[src/sv/hhb_pkg.sv]
// Shared types and constants for the hill hold brake ramp controller.
package hhb_pkg;

    // Field widths fixed by the interface.
    localparam int TimeW    = 32;
    localparam int GradW    = 15;
    localparam int MinGradW = 14;
    localparam int SpeedW   = 16;
    localparam int LevelW   = 10;
    localparam int HoldMsW  = 16;
    localparam int GearW    = 3;
    localparam int CfgIdxW  = 3;
    localparam int CfgDataW = 16;

    // Configuration register indexes.
    localparam logic [CfgIdxW-1:0] CFG_MIN_GRADIENT    = 3'd0;
    localparam logic [CfgIdxW-1:0] CFG_MAX_SPEED       = 3'd1;
    localparam logic [CfgIdxW-1:0] CFG_BRAKE_THRESHOLD = 3'd2;
    localparam logic [CfgIdxW-1:0] CFG_ACCEL_THRESHOLD = 3'd3;
    localparam logic [CfgIdxW-1:0] CFG_HOLD_LEVEL      = 3'd4;
    localparam logic [CfgIdxW-1:0] CFG_MAX_HOLD_MS     = 3'd5;

    // Gear codes that allow a hold.
    localparam logic [GearW-1:0] HOLD_GEAR_REV = 3'd1;
    localparam logic [GearW-1:0] HOLD_GEAR_FWD = 3'd3;

    typedef enum logic [1:0] {
        MODE_OFF       = 2'd0,
        MODE_READY     = 2'd1,
        MODE_HOLDING   = 2'd2,
        MODE_RELEASING = 2'd3
    } mode_t;

    // What the result stage does with the commanded hold level.
    typedef enum logic [1:0] {
        HOLD_CLEAR = 2'd0,
        HOLD_KEEP  = 2'd1,
        HOLD_SET   = 2'd2,
        HOLD_RAMP  = 2'd3
    } hold_act_t;

    typedef struct packed {
        logic [MinGradW-1:0] min_gradient;
        logic [SpeedW-1:0]   max_speed;
        logic [LevelW-1:0]   brake_threshold;
        logic [LevelW-1:0]   accel_threshold;
        logic [LevelW-1:0]   hold_level;
        logic [HoldMsW-1:0]  max_hold_ms;
    } cfg_t;

    typedef struct packed {
        mode_t              mode;
        logic               active;
        hold_act_t          act;
        logic [LevelW-1:0]  level;
    } fsm_word_t;

endpackage

[src/sv/hhb_cfg.sv]
// Configuration register bank for the hill hold controller.
module hhb_cfg (
    input  logic                           clk,
    input  logic                           rst_n,
    input  logic                           cfg_wr_en,
    input  logic [hhb_pkg::CfgIdxW-1:0]    cfg_index,
    input  logic [hhb_pkg::CfgDataW-1:0]   cfg_wr_data,
    output hhb_pkg::cfg_t                  cfg
);

    hhb_pkg::cfg_t cfg_reg;

    always_ff @(posedge clk or negedge rst_n)
    begin
        if (!rst_n)
        begin
            cfg_reg.min_gradient    <= 14'd200;
            cfg_reg.max_speed       <= 16'd100;
            cfg_reg.brake_threshold <= 10'd50;
            cfg_reg.accel_threshold <= 10'd100;
            cfg_reg.hold_level      <= 10'd800;
            cfg_reg.max_hold_ms     <= 16'd3000;
        end
        else if (cfg_wr_en)
        begin
            unique case (cfg_index)
                hhb_pkg::CFG_MIN_GRADIENT:
                    cfg_reg.min_gradient <= cfg_wr_data[hhb_pkg::MinGradW-1:0];
                hhb_pkg::CFG_MAX_SPEED:
                    cfg_reg.max_speed <= cfg_wr_data[hhb_pkg::SpeedW-1:0];
                hhb_pkg::CFG_BRAKE_THRESHOLD:
                    cfg_reg.brake_threshold <= cfg_wr_data[hhb_pkg::LevelW-1:0];
                hhb_pkg::CFG_ACCEL_THRESHOLD:
                    cfg_reg.accel_threshold <= cfg_wr_data[hhb_pkg::LevelW-1:0];
                hhb_pkg::CFG_HOLD_LEVEL:
                    cfg_reg.hold_level <= cfg_wr_data[hhb_pkg::LevelW-1:0];
                hhb_pkg::CFG_MAX_HOLD_MS:
                    cfg_reg.max_hold_ms <= cfg_wr_data[hhb_pkg::HoldMsW-1:0];
                default:
                begin
                    // Indexes past the bank are ignored.
                end
            endcase
        end
    end

    assign cfg = cfg_reg;

endmodule

[src/sv/hhb_fsm.sv]
// Input register and hill hold state machine stage.
module hhb_fsm #(
    parameter int RELEASE_MS = 500,
    parameter int REM_W      = $clog2(RELEASE_MS + 1)
) (
    input  logic                              clk,
    input  logic                              rst_n,
    input  hhb_pkg::cfg_t                     cfg,
    input  logic                              in_valid,
    output logic                              in_stall,
    input  logic [hhb_pkg::TimeW-1:0]         now_ms,
    input  logic signed [hhb_pkg::GradW-1:0]  gradient,
    input  logic [hhb_pkg::SpeedW-1:0]        speed,
    input  logic [hhb_pkg::LevelW-1:0]        brake_level,
    input  logic [hhb_pkg::LevelW-1:0]        accel_level,
    input  logic [hhb_pkg::GearW-1:0]         gear_code,
    output logic                              s1_valid,
    input  logic                              s1_ready,
    output hhb_pkg::fsm_word_t                s1_word,
    output logic [REM_W-1:0]                  s1_rem
);

    localparam logic [hhb_pkg::TimeW-1:0] RelMsTime = hhb_pkg::TimeW'(RELEASE_MS);
    localparam logic [REM_W-1:0]          RelMsRem  = REM_W'(RELEASE_MS);

    // Input register.
    logic                              in_valid_reg;
    logic [hhb_pkg::TimeW-1:0]         now_reg;
    logic [hhb_pkg::GradW-1:0]         grad_reg;
    logic [hhb_pkg::SpeedW-1:0]        speed_reg;
    logic [hhb_pkg::LevelW-1:0]        brake_reg;
    logic [hhb_pkg::LevelW-1:0]        accel_reg;
    logic [hhb_pkg::GearW-1:0]         gear_reg;

    // Controller state.
    hhb_pkg::mode_t                    mode_reg, mode_next;
    logic                              was_pressed_reg;
    logic [hhb_pkg::TimeW-1:0]         hold_start_reg, hold_start_next;
    logic [hhb_pkg::TimeW-1:0]         rel_start_reg, rel_start_next;
    logic                              active_reg, active_next;

    // Output stage.
    logic                              s1_valid_reg;
    hhb_pkg::fsm_word_t                s1_word_reg;
    logic [REM_W-1:0]                  s1_rem_reg;

    logic                              s1_load, step, in_load;
    logic [hhb_pkg::GradW-1:0]         grad_mag;
    logic                              on_hill, stopped, pressed, released, drive;
    logic [hhb_pkg::TimeW-1:0]         hold_elapsed, rel_elapsed;
    logic                              hold_done, ramp_done;
    logic [REM_W-1:0]                  rem_next;
    hhb_pkg::hold_act_t                act;

    assign s1_load  = !s1_valid_reg || s1_ready;
    assign step     = in_valid_reg && s1_load;
    assign in_load  = !in_valid_reg || step;
    assign in_stall = !in_load;

    always_ff @(posedge clk or negedge rst_n)
    begin
        if (!rst_n)
        begin
            in_valid_reg <= 1'b0;
        end
        else if (in_load)
        begin
            in_valid_reg <= in_valid;
        end
    end

    always_ff @(posedge clk)
    begin
        if (in_load && in_valid)
        begin
            now_reg   <= now_ms;
            grad_reg  <= gradient;
            speed_reg <= speed;
            brake_reg <= brake_level;
            accel_reg <= accel_level;
            gear_reg  <= gear_code;
        end
    end

    // Magnitude of the two's complement gradient; the most negative code maps to 16384.
    assign grad_mag = grad_reg[hhb_pkg::GradW-1] ?
                      (hhb_pkg::GradW'(0) - grad_reg) : grad_reg;

    assign on_hill  = grad_mag >= {1'b0, cfg.min_gradient};
    assign stopped  = speed_reg < cfg.max_speed;
    assign pressed  = brake_reg > cfg.brake_threshold;
    assign released = was_pressed_reg && !pressed;
    assign drive    = (gear_reg == hhb_pkg::HOLD_GEAR_REV) ||
                      (gear_reg == hhb_pkg::HOLD_GEAR_FWD);

    // Elapsed times wrap with the timestamp.
    assign hold_elapsed = now_reg - hold_start_reg;
    assign rel_elapsed  = now_reg - rel_start_reg;
    assign hold_done    = (hold_elapsed >= {16'd0, cfg.max_hold_ms}) ||
                          (accel_reg > cfg.accel_threshold);
    assign ramp_done    = rel_elapsed >= RelMsTime;
    assign rem_next     = RelMsRem - rel_elapsed[REM_W-1:0];

    always_ff @(posedge clk or negedge rst_n)
    begin
        if (!rst_n)
        begin
            mode_reg        <= hhb_pkg::MODE_OFF;
            was_pressed_reg <= 1'b0;
            hold_start_reg  <= '0;
            rel_start_reg   <= '0;
            active_reg      <= 1'b0;
        end
        else if (step)
        begin
            mode_reg        <= mode_next;
            was_pressed_reg <= pressed;
            hold_start_reg  <= hold_start_next;
            rel_start_reg   <= rel_start_next;
            active_reg      <= active_next;
        end
    end

    always_comb
    begin
        mode_next       = mode_reg;
        hold_start_next = hold_start_reg;
        rel_start_next  = rel_start_reg;
        active_next     = active_reg;
        act             = hhb_pkg::HOLD_KEEP;
        unique case (mode_reg)
            hhb_pkg::MODE_OFF:
            begin
                if (on_hill && stopped && drive)
                begin
                    mode_next = hhb_pkg::MODE_READY;
                end
                active_next = 1'b0;
                act         = hhb_pkg::HOLD_CLEAR;
            end
            hhb_pkg::MODE_READY:
            begin
                if (released)
                begin
                    hold_start_next = now_reg;
                    mode_next       = hhb_pkg::MODE_HOLDING;
                end
                // Leaving the hill or moving off cancels, even on a release.
                if (!on_hill || !stopped)
                begin
                    mode_next = hhb_pkg::MODE_OFF;
                end
            end
            hhb_pkg::MODE_HOLDING:
            begin
                active_next = 1'b1;
                act         = hhb_pkg::HOLD_SET;
                if (hold_done)
                begin
                    rel_start_next = now_reg;
                    mode_next      = hhb_pkg::MODE_RELEASING;
                end
            end
            hhb_pkg::MODE_RELEASING:
            begin
                if (ramp_done)
                begin
                    active_next = 1'b0;
                    act         = hhb_pkg::HOLD_CLEAR;
                    mode_next   = hhb_pkg::MODE_OFF;
                end
                else
                begin
                    act = hhb_pkg::HOLD_RAMP;
                end
            end
            default:
            begin
                mode_next = hhb_pkg::MODE_OFF;
            end
        endcase
    end

    always_ff @(posedge clk or negedge rst_n)
    begin
        if (!rst_n)
        begin
            s1_valid_reg <= 1'b0;
        end
        else if (s1_load)
        begin
            s1_valid_reg <= step;
        end
    end

    always_ff @(posedge clk)
    begin
        if (step)
        begin
            s1_word_reg.mode   <= mode_next;
            s1_word_reg.active <= active_next;
            s1_word_reg.act    <= act;
            s1_word_reg.level  <= cfg.hold_level;
            s1_rem_reg         <= rem_next;
        end
    end

    assign s1_valid = s1_valid_reg;
    assign s1_word  = s1_word_reg;
    assign s1_rem   = s1_rem_reg;

endmodule

[src/sv/hhb_ramp.sv]
// Release ramp arithmetic pipeline and result register.
module hhb_ramp #(
    parameter int RELEASE_MS = 500,
    parameter int REM_W      = $clog2(RELEASE_MS + 1)
) (
    input  logic                          clk,
    input  logic                          rst_n,
    input  logic                          s1_valid,
    output logic                          s1_ready,
    input  hhb_pkg::fsm_word_t            s1_word,
    input  logic [REM_W-1:0]              s1_rem,
    output logic                          out_valid,
    input  logic                          out_stall,
    output logic [1:0]                    mode,
    output logic [hhb_pkg::LevelW-1:0]    hold_out,
    output logic                          active
);

    // Division by RELEASE_MS as a multiply by a rounded-up reciprocal; exact
    // for every product below 2**ProdW.
    localparam int ProdW  = hhb_pkg::LevelW + REM_W;
    localparam int ShiftW = ProdW + $clog2(RELEASE_MS);
    localparam int RecipW = ProdW + 1;
    localparam int QuotW  = ProdW + RecipW;
    localparam logic [63:0] Recip64 =
        ((64'd1 << ShiftW) + 64'(RELEASE_MS) - 64'd1) / 64'(RELEASE_MS);
    localparam logic [RecipW-1:0] Recip = Recip64[RecipW-1:0];

    logic                          s2_valid_reg, s3_valid_reg, out_valid_reg;
    hhb_pkg::fsm_word_t            s2_word_reg, s3_word_reg;
    logic [ProdW-1:0]              prod_reg;
    logic [QuotW-1:0]              quot_reg;
    logic [1:0]                    mode_reg;
    logic [hhb_pkg::LevelW-1:0]    hold_reg, hold_next;
    logic                          active_reg;
    logic                          s2_load, s3_load, out_load;

    assign out_load = !out_valid_reg || !out_stall;
    assign s3_load  = !s3_valid_reg || out_load;
    assign s2_load  = !s2_valid_reg || s3_load;
    assign s1_ready = s2_load;

    always_ff @(posedge clk or negedge rst_n)
    begin
        if (!rst_n)
        begin
            s2_valid_reg  <= 1'b0;
            s3_valid_reg  <= 1'b0;
            out_valid_reg <= 1'b0;
        end
        else
        begin
            if (s2_load)
            begin
                s2_valid_reg <= s1_valid;
            end
            if (s3_load)
            begin
                s3_valid_reg <= s2_valid_reg;
            end
            if (out_load)
            begin
                out_valid_reg <= s3_valid_reg;
            end
        end
    end

    // Hold level times the remaining ramp time.
    always_ff @(posedge clk)
    begin
        if (s2_load && s1_valid)
        begin
            s2_word_reg <= s1_word;
            prod_reg    <= ProdW'(s1_word.level) * ProdW'(s1_rem);
        end
    end

    always_ff @(posedge clk)
    begin
        if (s3_load && s2_valid_reg)
        begin
            s3_word_reg <= s2_word_reg;
            quot_reg    <= QuotW'(prod_reg) * QuotW'(Recip);
        end
    end

    always_comb
    begin
        unique case (s3_word_reg.act)
            hhb_pkg::HOLD_CLEAR: hold_next = '0;
            hhb_pkg::HOLD_KEEP:  hold_next = hold_reg;
            hhb_pkg::HOLD_SET:   hold_next = s3_word_reg.level;
            hhb_pkg::HOLD_RAMP:  hold_next = quot_reg[ShiftW +: hhb_pkg::LevelW];
            default:             hold_next = hold_reg;
        endcase
    end

    // The result register also holds the current hold level that ready keeps.
    always_ff @(posedge clk or negedge rst_n)
    begin
        if (!rst_n)
        begin
            mode_reg   <= hhb_pkg::MODE_OFF;
            hold_reg   <= '0;
            active_reg <= 1'b0;
        end
        else if (out_load && s3_valid_reg)
        begin
            mode_reg   <= s3_word_reg.mode;
            hold_reg   <= hold_next;
            active_reg <= s3_word_reg.active;
        end
    end

    assign out_valid = out_valid_reg;
    assign mode      = mode_reg;
    assign hold_out  = hold_reg;
    assign active    = active_reg;

endmodule

[src/sv/hill_hold_brake_ramp_fsm.sv]
// Top level of the hill hold controller with a linear brake release ramp.
//
// Usage: each input word is one control tick (timestamp, gradient, speed,
// pedal levels and gear). It is taken at a rising edge where in_valid is high
// and in_stall is low. Every tick yields exactly one result word (mode,
// hold_out, active), offered on out_valid and taken when out_stall is low.
// From acceptance to out_valid the word passes the input register, the
// state machine stage, the hold times remaining-time multiply and the
// reciprocal multiply before it lands in the result register.
// Throughput is one word per cycle while out_stall stays low; consecutive
// ticks then flow back to back. When the receiver stalls,
// words collect in the five pipeline registers and in_stall rises only once
// all of them are full.
// Reset clears all valid bits, puts the controller in off with zero hold and
// loads the documented register defaults. Configuration writes land at once
// and are meant to be made while no tick is in flight.
module hill_hold_brake_ramp_fsm #(
    parameter int RELEASE_MS = 500
) (
    input  logic                              clk,
    input  logic                              rst_n,
    input  logic                              cfg_wr_en,
    input  logic [hhb_pkg::CfgIdxW-1:0]       cfg_index,
    input  logic [hhb_pkg::CfgDataW-1:0]      cfg_wr_data,
    input  logic                              in_valid,
    output logic                              in_stall,
    input  logic [hhb_pkg::TimeW-1:0]         now_ms,
    input  logic signed [hhb_pkg::GradW-1:0]  gradient,
    input  logic [hhb_pkg::SpeedW-1:0]        speed,
    input  logic [hhb_pkg::LevelW-1:0]        brake_level,
    input  logic [hhb_pkg::LevelW-1:0]        accel_level,
    input  logic [hhb_pkg::GearW-1:0]         gear_code,
    output logic                              out_valid,
    input  logic                              out_stall,
    output logic [1:0]                        mode,
    output logic [hhb_pkg::LevelW-1:0]        hold_out,
    output logic                              active
);

    // Remaining ramp time spans 1 to RELEASE_MS.
    localparam int RemW = $clog2(RELEASE_MS + 1);

    hhb_pkg::cfg_t       cfg;
    logic                s1_valid;
    logic                s1_ready;
    hhb_pkg::fsm_word_t  s1_word;
    logic [RemW-1:0]     s1_rem;

    hhb_cfg u_cfg (
        .clk         (clk),
        .rst_n       (rst_n),
        .cfg_wr_en   (cfg_wr_en),
        .cfg_index   (cfg_index),
        .cfg_wr_data (cfg_wr_data),
        .cfg         (cfg)
    );

    // Tick decode and mode transitions.
    hhb_fsm #(
        .RELEASE_MS (RELEASE_MS),
        .REM_W      (RemW)
    ) u_fsm (
        .clk         (clk),
        .rst_n       (rst_n),
        .cfg         (cfg),
        .in_valid    (in_valid),
        .in_stall    (in_stall),
        .now_ms      (now_ms),
        .gradient    (gradient),
        .speed       (speed),
        .brake_level (brake_level),
        .accel_level (accel_level),
        .gear_code   (gear_code),
        .s1_valid    (s1_valid),
        .s1_ready    (s1_ready),
        .s1_word     (s1_word),
        .s1_rem      (s1_rem)
    );

    // Ramp arithmetic and the result word register.
    hhb_ramp #(
        .RELEASE_MS (RELEASE_MS),
        .REM_W      (RemW)
    ) u_ramp (
        .clk       (clk),
        .rst_n     (rst_n),
        .s1_valid  (s1_valid),
        .s1_ready  (s1_ready),
        .s1_word   (s1_word),
        .s1_rem    (s1_rem),
        .out_valid (out_valid),
        .out_stall (out_stall),
        .mode      (mode),
        .hold_out  (hold_out),
        .active    (active)
    );

endmodule

[config.mk]
export PLATFORM = sky130hd
export DESIGN_NAME = hill_hold_brake_ramp_fsm
export DESIGN_NICKNAME = d
export VERILOG_FILES = /design/src/sv/hhb_pkg.sv /design/src/sv/hhb_cfg.sv /design/src/sv/hhb_fsm.sv /design/src/sv/hhb_ramp.sv /design/src/sv/hill_hold_brake_ramp_fsm.sv
export SDC_FILE = /design/constraint.sdc
export NUM_CORES = 1
export LEC_CHECK = 0
export ABC_AREA = 1
export BUFFER_PORTS_ARGS = -buffer_cell sky130_fd_sc_hd__buf_4
export CAP_MARGIN = 20
export CORE_ASPECT_RATIO = 1.75
export CORE_MARGIN = 2
export CORE_UTILIZATION = 60
export CTS_BUF_LIST = sky130_fd_sc_hd__clkbuf_8
export CTS_CLUSTER_SIZE = 12
export DETAILED_ROUTE_END_ITERATION = 16
export PLACE_DENSITY_LB_ADDON = 0.08
export REMOVE_ABC_BUFFERS = 1
export SETUP_SLACK_MARGIN = 0.4
export SYNTH_ARGS = -nofsm -noshare
export SYNTH_HDL_FRONTEND = slang
export SYNTH_SLANG_ARGS = --single-unit
[constraint.sdc]
create_clock -name clk -period 13.1 [get_ports clk]
set_clock_uncertainty 0.1 [all_clocks]
set_input_delay 1.31 -clock clk [delete_from_list [all_inputs] [get_ports clk]]
set_output_delay 1.31 -clock clk [all_outputs]
set_load 0.02 [all_outputs]
==> metrics.txt <==
# TYPE chip_impl_metric gauge
chip_impl_metric{name="finalCriticalPeriod",unit="ps"} 6200
chip_impl_info{name="rsz_0062_raised_after_global_routing",value="false"} 1
chip_impl_metric{name="post_synthesis_cell_area",unit="µm²"} 26700
chip_impl_metric{name="portbufs",unit=""} 123
chip_impl_metric{name="grt_max_degree",unit=""} 98
chip_impl_info{name="synth.largest_area_cell",value="sky130_fd_sc_hd__edfxtp_1"} 1
chip_impl_metric{name="worst_skew_late_latency",unit="ps"} 600
chip_impl_info{name="cts-root-buf",value="sky130_fd_sc_hd__clkbuf_8"} 1
chip_impl_metric{name="syn_avg_cell_area",unit="µm²"} 8.41
chip_impl_info{name="critical_path.reg2reg.startpoint",value="u_ramp.prod_reg[16]"} 1
chip_impl_metric{name="post_synthesis_async_set_or_reset_flop_share",unit="%"} 49.1
chip_impl_metric{name="tightestPinTransition",unit="ps"} 1110
chip_impl_metric{name="finalWeightedCongestion",unit=""} 0.983
chip_impl_metric{name="number_of_instances_in_the_placed_design",unit=""} 3823
chip_impl_metric{name="ff2ff_setup_slack",unit="ps"} 6900
chip_impl_info{name="cp-startpoint",value="u_ramp.prod_reg[16]"} 1
chip_impl_metric{name="post_cts.repair.setup_buffers",unit=""} 0
chip_impl_info{name="layout.cells.most_common",value="sky130_fd_sc_hd__nand2_1"} 1
chip_impl_info{name="endpoint_of_the_most_critical_register_to_register_path",value="u_ramp.quot_reg[36]"} 1
chip_impl_metric{name="largest_reg_flops",unit=""} 76
chip_impl_metric{name="final_layout_size_suffix_gt1_share",unit="%"} 9.68
chip_impl_metric{name="dieHeight",unit="µm"} 283
chip_impl_metric{name="htree_num_levels",unit=""} 2
chip_impl_info{name="min-delay-path-class",value="reg2reg"} 1
chip_impl_info{name="synthFlopType",value="sky130_fd_sc_hd__edfxtp_1"} 1
chip_impl_info{name="synth_area_leaders",value="sky130_fd_sc_hd__edfxtp_1, sky130_fd_sc_hd__ha_1, sky130_fd_sc_hd__dfrtp_1"} 1
chip_impl_metric{name="dr_total_vias",unit=""} 21000
chip_impl_metric{name="synth_top_cell_area_share",unit="%"} 18.9
chip_impl_metric{name="critical_path.max_fanout",unit=""} 7
chip_impl_metric{name="synthCells",unit=""} 3176
chip_impl_metric{name="final_antenna_net_count",unit=""} 0
chip_impl_metric{name="drc_errors",unit=""} 0
chip_impl_metric{name="worst-endpoint-arrival",unit="ps"} 6450
chip_impl_metric{name="post-route-period-util",unit="%"} 47.3
chip_impl_metric{name="first_global_vias",unit=""} 22300
chip_impl_info{name="most-common-layout-cells",value="sky130_fd_sc_hd__nand2_1, sky130_fd_sc_hd__inv_1, sky130_fd_sc_hd__ha_1"} 1
chip_impl_metric{name="final.hold.worst_slack",unit="ps"} 319
chip_impl_metric{name="fmax",unit="MHz"} 161
chip_impl_metric{name="grt.overflow.total",unit=""} 0
chip_impl_metric{name="number_of_max_slew_violations_in_the_final_report",unit=""} 0
chip_impl_metric{name="final_critical_path_setup_slack",unit="ps"} 6900
chip_impl_metric{name="nets_final",unit=""} 3882
chip_impl_metric{name="cts.path.max_buffers",unit=""} 3
chip_impl_info{name="crit_path_top_delay_cell",value="sky130_fd_sc_hd__o311ai_0"} 1
chip_impl_info{name="worstSetupStartpointType",value="flop"} 1
chip_impl_metric{name="worst_setup_hold_path_clk_slew",unit="ps"} 60
chip_impl_metric{name="fp-row-count",unit=""} 102
chip_impl_metric{name="cts_hold_repair.buffers",unit=""} 0
chip_impl_metric{name="edff_count_synth",unit=""} 168
chip_impl_metric{name="report.final.hold_viol_count",unit=""} 0
chip_impl_metric{name="syn2layout_area_growth",unit="%"} 9.29
chip_impl_metric{name="dpl.hpwl",unit="µm"} 56000
chip_impl_metric{name="detail_route.wl_per_cell",unit="µm"} 17.5
chip_impl_info{name="run_status",value="complete, no violations"} 1
chip_impl_metric{name="drtPass1Iterations",unit=""} 6
chip_impl_metric{name="cts_inserted_buffers",unit=""} 45
chip_impl_metric{name="cpPeakStageDelay",unit="ps"} 910
chip_impl_info{name="cts_tree",value="built"} 1
chip_impl_metric{name="critical_path_required",unit="ps"} 13350
chip_impl_metric{name="yosysWarningCount",unit=""} 0
chip_impl_metric{name="first_iter_violations",unit=""} 914
chip_impl_metric{name="post_cts_resize_count",unit=""} 0
chip_impl_metric{name="synth_seq_cells",unit=""} 330
chip_impl_metric{name="slew_headroom",unit="%"} 24.9
chip_impl_metric{name="max_cap_viol_count",unit=""} 0
chip_impl_metric{name="die_w",unit="µm"} 163
chip_impl_metric{name="clock-sinks",unit=""} 330
chip_impl_metric{name="top_level_ports",unit=""} 125
chip_impl_info{name="cp_cell_sequence",value="fa_1 -> inv_1 -> fa_1 -> inv_1 -> fa_1 -> fa_1 -> fa_1 -> inv_1 -> fa_1 -> inv_1 -> ha_1 -> nand2_1 -> inv_1 -> a21oi_1 -> inv_1 -> a21boi_0 -> o311ai_0 -> nand2_1 -> nand2_1 -> xor2_1"} 1
chip_impl_metric{name="report.final.setup_viol",unit=""} 0
chip_impl_metric{name="core",unit="µm²"} 44000
chip_impl_metric{name="effective_utilization_at_floorplan",unit="%"} 60.6
chip_impl_metric{name="initial_antenna_violation_count",unit=""} 1
chip_impl_metric{name="routed_via_density",unit=""} 5.38
chip_impl_metric{name="totalNegativeSetupSlack",unit="ps"} 0
chip_impl_metric{name="synth_sequential_area_ratio",unit="%"} 34.2
chip_impl_metric{name="first_pass_grt_wire_length",unit="µm"} 109000
chip_impl_metric{name="grtUsageTotal",unit="%"} 30.4
chip_impl_metric{name="dieArea",unit="µm²"} 46300
chip_impl_metric{name="fin_cells",unit=""} 3910
chip_impl_info{name="cp_endpoint_kind",value="flop"} 1
chip_impl_metric{name="depth_of_the_worst_register_to_register_path",unit=""} 20
chip_impl_metric{name="synth.lib_cells_used.distinct",unit=""} 49
chip_impl_info{name="setup.worst_path.class",value="reg2reg"} 1
chip_impl_metric{name="place_worst_setup_slack",unit="ps"} 6950
chip_impl_metric{name="wl",unit="µm"} 68200
chip_impl_info{name="critical_path.endpoint",value="u_ramp.quot_reg[36]"} 1
==> layer usage <==
metal | share of wire [%] | vias up | global-route usage [%]
met2 | 55 | 529 | 59.8
li1 | - | 10300 | -
met1 | 33 | 9953 | 27.8
met5 | 0 | - | 0
met3 | 3.7 | 258 | 3.66
met4 | 8.6 | 0 | 21.3
==> cell usage after synthesis, drive strengths merged (2+ instances only) <==
cell    instances
xnor2          14
a31oi          23
buf             7
dfrtp         140
fa            140
a311oi          2
o221ai          3
edfxtp        168
o211ai          6
or2             5
inv           698
nand4          33
nor4            8
a21boi          3
a21oi         132
nand3b         15
xor2           49
clkbuf         46
nand2         787
o21bai         10
nand3          99
o221a           2
mux2            3
o31ai           7
nor2          191
nor3           20
o21ai         190
dfstp          22
ha            330
a21o           10
o21a            5
a211oi          4
==> per-stage QoR <==
| step | utilization, % | cell area, µm² |
|---|---|---|
| 3_5_place_dp | 63.9 | 28100 |
| 6_report | 66.3 | 29200 |
| 2_1_floorplan | - | 26400 |
| 3_3_place_gp | 63.9 | 28100 |
| 5_1_grt | 66.3 | 29200 |
| 4_1_cts | 66.1 | 29100 |
==> worst min path at each step <==
stage / start / cells after the start / slack (ps) / endpoint
CTS: u_ramp.s2_word_reg[4] / 0 / 320 / u_ramp.s3_word_reg[4]
finish: u_ramp.s2_word_reg[4] / 0 / 320 / u_ramp.s3_word_reg[4]
global placement: u_ramp.s2_word_reg[1] / 0 / 300 / u_ramp.s3_word_reg[1]
detailed placement: u_ramp.s2_word_reg[6] / 0 / 300 / u_ramp.s3_word_reg[6]
floorplan: u_fsm.s1_word[10] / 0 / 300 / u_ramp.s2_word_reg[10]
global route: u_ramp.s2_word_reg[6] / 0 / 330 / u_ramp.s3_word_reg[6]
==> worst max-delay path, delay by kind of cell (launching register included) <==
family,cells,cell delay [ps]
adder cells (fa/ha/maj),7,3470
AO/OA/AOI/OAI,3,1050
XOR/XNOR,1,60
AND/OR/NAND/NOR,3,320
buffers and inverters,6,360
flip-flops,1,570
==> kinds of logic (layout without fill, tap and decap cells) <==
group,Yosys count,after routing,share of synthesized area (%)
AO/OA/AOI/OAI,400,400,8.64
XOR/XNOR,63,63,2.07
adder cells (fa/ha/maj),470,470,26.0
buffers and inverters,751,912,10.8
flip-flops,330,330,34.2
multiplexers,3,3,0.127
other,0,1,0
AND/OR/NAND/NOR,1159,1159,18.2
==> cell type report <==
class                   count  area [µm²]
fillers                  3727       14900
multi-input cells        2095       14700
flip-flops and latches    330        9130
diodes                      1        2.50
inverters                 698        2620
clock inverters            31         256
well taps                 572         716
clock buffers              51         702
repair buffers            132        1050
Power is left out: the tool's default activity adds up to more than one toggle a clock period on the data nets, which glitch-free logic cannot reach.
